[config.mk]
export PLATFORM = sky130hd
export DESIGN_NAME = lbfq_ctrl
export DESIGN_NICKNAME = d
export VERILOG_FILES = /design/src/hw/rtl/lbfq_pkg.sv /design/src/hw/rtl/lbfq_ctrl.sv
export VERILOG_INCLUDE_DIRS = /design/src /design/src/hw/rtl
export SDC_FILE = /design/constraint.sdc
export NUM_CORES = 1
export LEC_CHECK = 0
export BUFFER_PORTS_ARGS = -buffer_cell sky130_fd_sc_hd__buf_2
export CAP_MARGIN = 5
export CORE_MARGIN = 2
export CORE_UTILIZATION = 30
export CTS_BUF_LIST = sky130_fd_sc_hd__clkbuf_4
export CTS_CLUSTER_SIZE = 8
export DETAILED_ROUTE_END_ITERATION = 12
export GPL_TIMING_DRIVEN = 0
export SYNTH_ARGS = -nofsm -noshare
export SYNTH_HDL_FRONTEND = slang
export SYNTH_SLANG_ARGS = --single-unit
[constraint.sdc]
create_clock -name clk -period 1.2 [get_ports clk]
set_clock_uncertainty 0.05 [all_clocks]
set_input_delay 0.24 -clock clk [delete_from_list [all_inputs] [get_ports clk]]
set_output_delay 0.24 -clock clk [all_outputs]
set_load 0.02 [all_outputs]
[src/hw/rtl/lce_block_fingerprint_query_unit_macros.svh]
// assertion helpers for the rtl files, used by lbfq_ctrl
`ifndef LCE_BLOCK_FINGERPRINT_QUERY_UNIT_MACROS_SVH
`define LCE_BLOCK_FINGERPRINT_QUERY_UNIT_MACROS_SVH

`ifndef SYNTHESIS

// check holding in the same cycle as the trigger
`define LBFQ_ASSERT_SAME(label, clk, rst_n, ante, cons, msg) \
  label: assert property (@(posedge clk) disable iff (!rst_n) (ante) |-> (cons)) \
    else $error(msg);

// check holding in the cycle after the trigger
`define LBFQ_ASSERT_NEXT(label, clk, rst_n, ante, cons, msg) \
  label: assert property (@(posedge clk) disable iff (!rst_n) (ante) |=> (cons)) \
    else $error(msg);

`else

`define LBFQ_ASSERT_SAME(label, clk, rst_n, ante, cons, msg)
`define LBFQ_ASSERT_NEXT(label, clk, rst_n, ante, cons, msg)

`endif

`endif

[src/hw/rtl/lbfq_pkg.sv]
`timescale 1ns / 1ps

package lbfq_pkg;

  localparam int IDX_W      = 13;
  localparam int SYM_W      = 8;
  localparam int KIND_W     = 2;
  localparam int CFG_IDX_W  = 1;
  localparam int V_W        = IDX_W + 1;
  localparam int VSUM_W     = IDX_W + 2;

  localparam int LBFQ_MAX_TEXT    = 4096;
  localparam int LBFQ_SYMBOL_BITS = 8;

  localparam logic [KIND_W-1:0] KIND_TEXT  = 2'd0;
  localparam logic [KIND_W-1:0] KIND_LOAD  = 2'd1;
  localparam logic [KIND_W-1:0] KIND_QUERY = 2'd2;

  localparam logic [CFG_IDX_W-1:0] CFG_BLOCK_LENGTH = 1'd0;
  localparam logic [CFG_IDX_W-1:0] CFG_TEXT_LENGTH  = 1'd1;

  typedef struct packed {
    logic [KIND_W-1:0] kind;
    logic [IDX_W-1:0]  first_index;
    logic [IDX_W-1:0]  second_index;
    logic [SYM_W-1:0]  symbol;
    logic [IDX_W-1:0]  prefix_len;
  } in_item_t;

  typedef struct packed {
    logic [IDX_W-1:0] extension_length;
    logic             bad_position;
  } out_item_t;

  typedef struct packed {
    logic text_write;
    logic group_write_entry;
    logic group_write_end;
    logic query_start;
    logic rd_base;
    logic v_first;
    logic v_add_block;
    logic v_inc;
    logic v_cap;
    logic out_load;
  } dp_cmd_t;

  typedef struct packed {
    logic bad_pos;
    logic same_pos;
    logic in_range;
    logic text_eq;
    logic group_eq;
    logic end_group;
    logic out_free;
  } dp_sts_t;

endpackage

[src/hw/rtl/lbfq_ctrl.sv]
`timescale 1ns / 1ps
`include "lce_block_fingerprint_query_unit_macros.svh"

module lbfq_ctrl import lbfq_pkg::*; (
  input  logic              clk,
  input  logic              rst_n,
  input  logic              in_valid,
  input  logic [KIND_W-1:0] in_kind,
  output logic              in_ready,
  output logic              capture,
  output dp_cmd_t           cmd,
  input  dp_sts_t           sts
);

  localparam logic [3:0] S_IDLE   = 4'd0;
  localparam logic [3:0] S_TEXT   = 4'd1;
  localparam logic [3:0] S_ENTRY  = 4'd2;
  localparam logic [3:0] S_END    = 4'd3;
  localparam logic [3:0] S_QUERY  = 4'd4;
  localparam logic [3:0] S_FIRST  = 4'd5;
  localparam logic [3:0] S_GISSUE = 4'd6;
  localparam logic [3:0] S_GCHECK = 4'd7;
  localparam logic [3:0] S_SISSUE = 4'd8;
  localparam logic [3:0] S_SCHECK = 4'd9;
  localparam logic [3:0] S_CAP    = 4'd10;
  localparam logic [3:0] S_RESULT = 4'd11;

  logic [3:0] state_r;
  logic [3:0] state_nxt;

  always_comb begin
    state_nxt = state_r;
    cmd       = '0;
    in_ready  = 1'b0;
    capture   = 1'b0;
    case (state_r)
      S_IDLE: begin
        in_ready = 1'b1;
        if (in_valid) begin
          capture = 1'b1;
          case (in_kind)
            KIND_TEXT:  state_nxt = S_TEXT;
            KIND_LOAD:  state_nxt = S_ENTRY;
            KIND_QUERY: state_nxt = S_QUERY;
            default:    state_nxt = S_IDLE;
          endcase
        end
      end
      S_TEXT: begin
        cmd.text_write = 1'b1;
        state_nxt      = S_IDLE;
      end
      S_ENTRY: begin
        cmd.group_write_entry = 1'b1;
        state_nxt = sts.end_group ? S_END : S_IDLE;
      end
      S_END: begin
        cmd.group_write_end = 1'b1;
        state_nxt           = S_IDLE;
      end
      S_QUERY: begin
        // first symbols are read here for the compare in the next state
        cmd.query_start = 1'b1;
        cmd.rd_base     = 1'b1;
        state_nxt = (sts.bad_pos || sts.same_pos) ? S_RESULT : S_FIRST;
      end
      S_FIRST: begin
        cmd.v_first = 1'b1;
        state_nxt   = sts.text_eq ? S_GISSUE : S_RESULT;
      end
      S_GISSUE: begin
        state_nxt = sts.in_range ? S_GCHECK : S_SISSUE;
      end
      S_GCHECK: begin
        if (sts.group_eq) begin
          cmd.v_add_block = 1'b1;
          state_nxt       = S_GISSUE;
        end else begin
          state_nxt = S_SISSUE;
        end
      end
      S_SISSUE: begin
        state_nxt = sts.in_range ? S_SCHECK : S_CAP;
      end
      S_SCHECK: begin
        if (sts.text_eq) begin
          cmd.v_inc = 1'b1;
          state_nxt = S_SISSUE;
        end else begin
          state_nxt = S_CAP;
        end
      end
      S_CAP: begin
        cmd.v_cap = 1'b1;
        state_nxt = S_RESULT;
      end
      S_RESULT: begin
        if (sts.out_free) begin
          cmd.out_load = 1'b1;
          state_nxt    = S_IDLE;
        end
      end
      default: state_nxt = S_IDLE;
    endcase
  end

  always_ff @(posedge clk) begin
    if (!rst_n) begin
      state_r <= S_IDLE;
    end else begin
      state_r <= state_nxt;
    end
  end

  `LBFQ_ASSERT_SAME(a_load_needs_room, clk, rst_n, cmd.out_load, sts.out_free, "result loaded over a pending one")
  `LBFQ_ASSERT_SAME(a_end_after_entry, clk, rst_n, cmd.group_write_end, $past(cmd.group_write_entry), "end group without entry")
  `LBFQ_ASSERT_NEXT(a_no_load_after_req, clk, rst_n, in_valid && in_ready, !cmd.out_load, "result right after request")
  `LBFQ_ASSERT_SAME(a_one_writer, clk, rst_n, cmd.text_write, !cmd.group_write_entry && !cmd.group_write_end, "text and group write together")

endmodule

==> summary.md <==
| Metric | Value |
|---|---|
| Fmax | `0.624 GHz` |
| Worst EP arrival | `1.31 ns` |
| Total number of yosys warnings | `0` |
| CTS tree | `built` |
| Starting density of the core | `0.323` |
| Failing checks | `setup timing` |
| Routed WL | `2580 µm` |
| Sequential cell area | `87.6 µm²` |
| CTS Sinks | `4` |
| CP Capture Type | `output pin` |
| DIE HEIGHT | `44.5 µm` |
| Max Cap Violations | `0` |
| Area post-placement | `728 µm²` |
| Vias/cell | `5.80` |
| Largest delay share family, worst path | `buffers and inverters` |
| Most common cell on crit path | `buf_6` |
| Area contributors post-synth | `dfxtp_1 (16%), nand2b_1 (6.4%), buf_2 (6.1%)` |
| Commonest non-fill, non-tap cell in the layout | `buf_6` |
| Pwr/cell area | `1090 nW/µm²` |
| Detail Placement HPWL | `1120 µm` |
| Least-Margin Pin Slew | `0.282 ns` |
| Port bufs | `23` |
| Layout area overhead | `163%` |
| Critical Path Slowest Stage Cell | `dfxtp_2` |
| Hold WS | `0.206 ns` |
| Congestion Overflow GR | `0` |
| Register share of total power | `0.128` |
| Fill count | `82` |
| Largest Register | `state_r` |
| Clock tree root driver cell | `clkbuf_4` |
| Sw Ratio | `0.395` |
| Critical path startpoint category | `register` |
| Synth Instances | `71` |
| Core box area | `1520 µm²` |
| Final setup margin | `-0.402 ns` |
| TNS Setup | `-4.80 ns` |
| Maximum vdd ir drop | `911 µV` |
| Combinational power share | `0.748` |
| WP buf/inv | `3` |
| Crit path depth | `5` |
| Largest register FFs | `4` |
| Layout Utilization | `0.847` |
| Synth Register Bits | `4` |
| CTS buffer count | `3` |
| First-pass GRT wire length | `3180 µm` |
| Synth cell types | `31` |
| Req. time, crit path | `0.91 ns` |
| Clock slew at reported path FFs | `0.04 ns` |
| GRT Total Usage | `0.228` |
| Critical path destination | `cmd[9]` |
| Die area | `1980 µm²` |
| Worst-path cell chain | `buf_6, buf_8, nand2b_4, nor3_4, buf_6` |
| Crit-path max FO | `9` |
| R2R Path Start | `state_r[2]$_SDFFE_PN0P_` |
| Finished Cell Area | `1290 µm²` |
| Row count | `14` |
| Static Leak | `0.000520 µW` |
| Mapped Nets | `83` |
| First-pass iteration count of the detailed router | `4` |
| Flop2flop setup slack | `-0.38 ns` |
| Hold Path Class | `input pin to register` |
| Part of the cycle the worst path needs | `1.33` |
| Rel. slew slack | `0.810` |
| Antenna Nets Post-Route | `0` |
| Crit path from | `state_r[2]$_SDFFE_PN0P_` |
| Final estimated routing congestion in global placement | `0.797` |
| # hold bufs at CTS | `0` |
| Design Power | `1400 µW` |
| RSZ-0062 raised after global routing | `yes` |
| Multi-input gate area | `601 µm²` |
| Most frequent cells in the layout | `buf_6 (20), buf_4 (16), buf_2 (12)` |
| Largest net degree at the start of global routing | `11` |
| Clock Power Share | `0.124` |
| # nets final | `136` |
| Initial antenna violation count | `0` |
| Reg2Reg Depth | `5` |
| Clock Latency Late Sink | `0.24 ns` |
| IO Pins | `24` |
| DR DRC count | `0` |
| Die width | `44.5 µm` |
| CTS H-tree depth | `1` |
| Fin. Hold Viols | `0` |
| Crit Path Class | `register to output pin` |
| Register area share after synthesis | `0.163` |
| Clock Path Buffers | `2` |
| Psw | `554 µW` |
| Largest registers | `state_r x4` |
| Minimum clock period | `1.60 ns` |
| End of the worst register-to-register path | `state_r[2]$_SDFFE_PN0P_` |
| Inserted Diodes | `0` |
| First DRT Iteration DRCs | `39` |
| Detailed-route wire length per cell | `18.7 µm` |
| Vias post-DR | `801` |
| Netlist Area Pre-Place | `492 µm²` |
| Layout cell share with drive strength beyond 1 | `0.803` |
| Slew Viols, Final | `0` |
| Area leader, netlist | `dfxtp_1` |
| Max incr delay on CP | `0.33 ns` |
| Power Internal | `849 µW` |
| Syn_area_per_cell | `6.93 µm²` |
| Vias in the first global route | `672` |
| Post-synth top area share | `0.163` |
| Finish-stage setup viols | `16` |
| Status | `complete, but fails checks` |
[timing repair]
item                                    4_1_cts  5_1_grt
pin swaps                                     8       16
buffers inserted                             11       14
cloned                                        3        0
endpoints found under the hold margin         0        0
endpoints found under the setup margin       16       16
gates resized for setup                      43       36
[synth_stat cells, drive strengths merged]
library cell,number
buf,8
or2,1
a31oi,3
nor3b,3
nor4b,1
o22ai,1
or4,1
and4b,1
o31a,1
a21bo,1
nor3,5
a21oi,5
mux2i,2
nor2,7
nand2,3
nand2b,5
nor4,1
or3,1
o21ai,3
a211oi,2
nor2b,4
a221oi,1
o21a,2
nand3,2
dfxtp,4
and3,2
and2,1
[layer usage]
metal | track usage | vias to the layer above | part of all wire
li1 | - | 366 | -
met1 | 0.302 | 363 | 0.40
met2 | 0.359 | 61 | 0.50
met3 | 0.0735 | 11 | 0.071
met4 | 0.0485 | 0 | 0.028
met5 | 0 | - | 0
[power groups by stage]
stage | Combinational, µW | Clock [µW] | Sequential (µW)
2_1_floorplan | 413 | 0 | 171
3_3_place_gp | 524 | 0 | 176
3_5_place_dp | 523 | 0 | 176
4_1_cts | 802 | 177 | 170
5_1_grt | 1090 | 195 | 182
6_report | 1050 | 173 | 180
[area by class of cell]
type                    count  area share
plain buffers               7      0.0698
clock buffers               3      0.0174
multi-input cells          59       0.465
flip-flops and latches      4      0.0678
well taps                  16      0.0155
repair buffers             49       0.364
[stage by stage]
step	std cells	setup WS (ns)
finish	138	-0.402
global placement	110	-0.291
global route	138	-0.452
CTS	127	-0.426
floorplan	71	-0.311
detailed placement	110	-0.295
[worst min path at each step]
stage | end | depth (start not counted) | slack (ns) | startpoint
final | state_r[3]$_SDFFE_PN0P_ | 2 | 0.21 | rst_n
after global routing | state_r[3]$_SDFFE_PN0P_ | 2 | 0.20 | rst_n
after CTS | state_r[3]$_SDFFE_PN0P_ | 2 | 0.20 | rst_n
after detailed placement | state_r[3]$_SDFFE_PN0P_ | 2 | 0.44 | rst_n
after global placement | state_r[3]$_SDFFE_PN0P_ | 2 | 0.44 | rst_n
after floorplan | state_r[3]$_SDFFE_PN0P_ | 1 | 0.31 | rst_n
[logic make-up after synthesis]
group / synth area share
and+or+nand+nor: 0.448
buffers and inverters: 0.0992
AOI/OAI and AO/OA: 0.249
DFF: 0.163
muxes: 0.0407
Power figures use the tool's default switching activity.
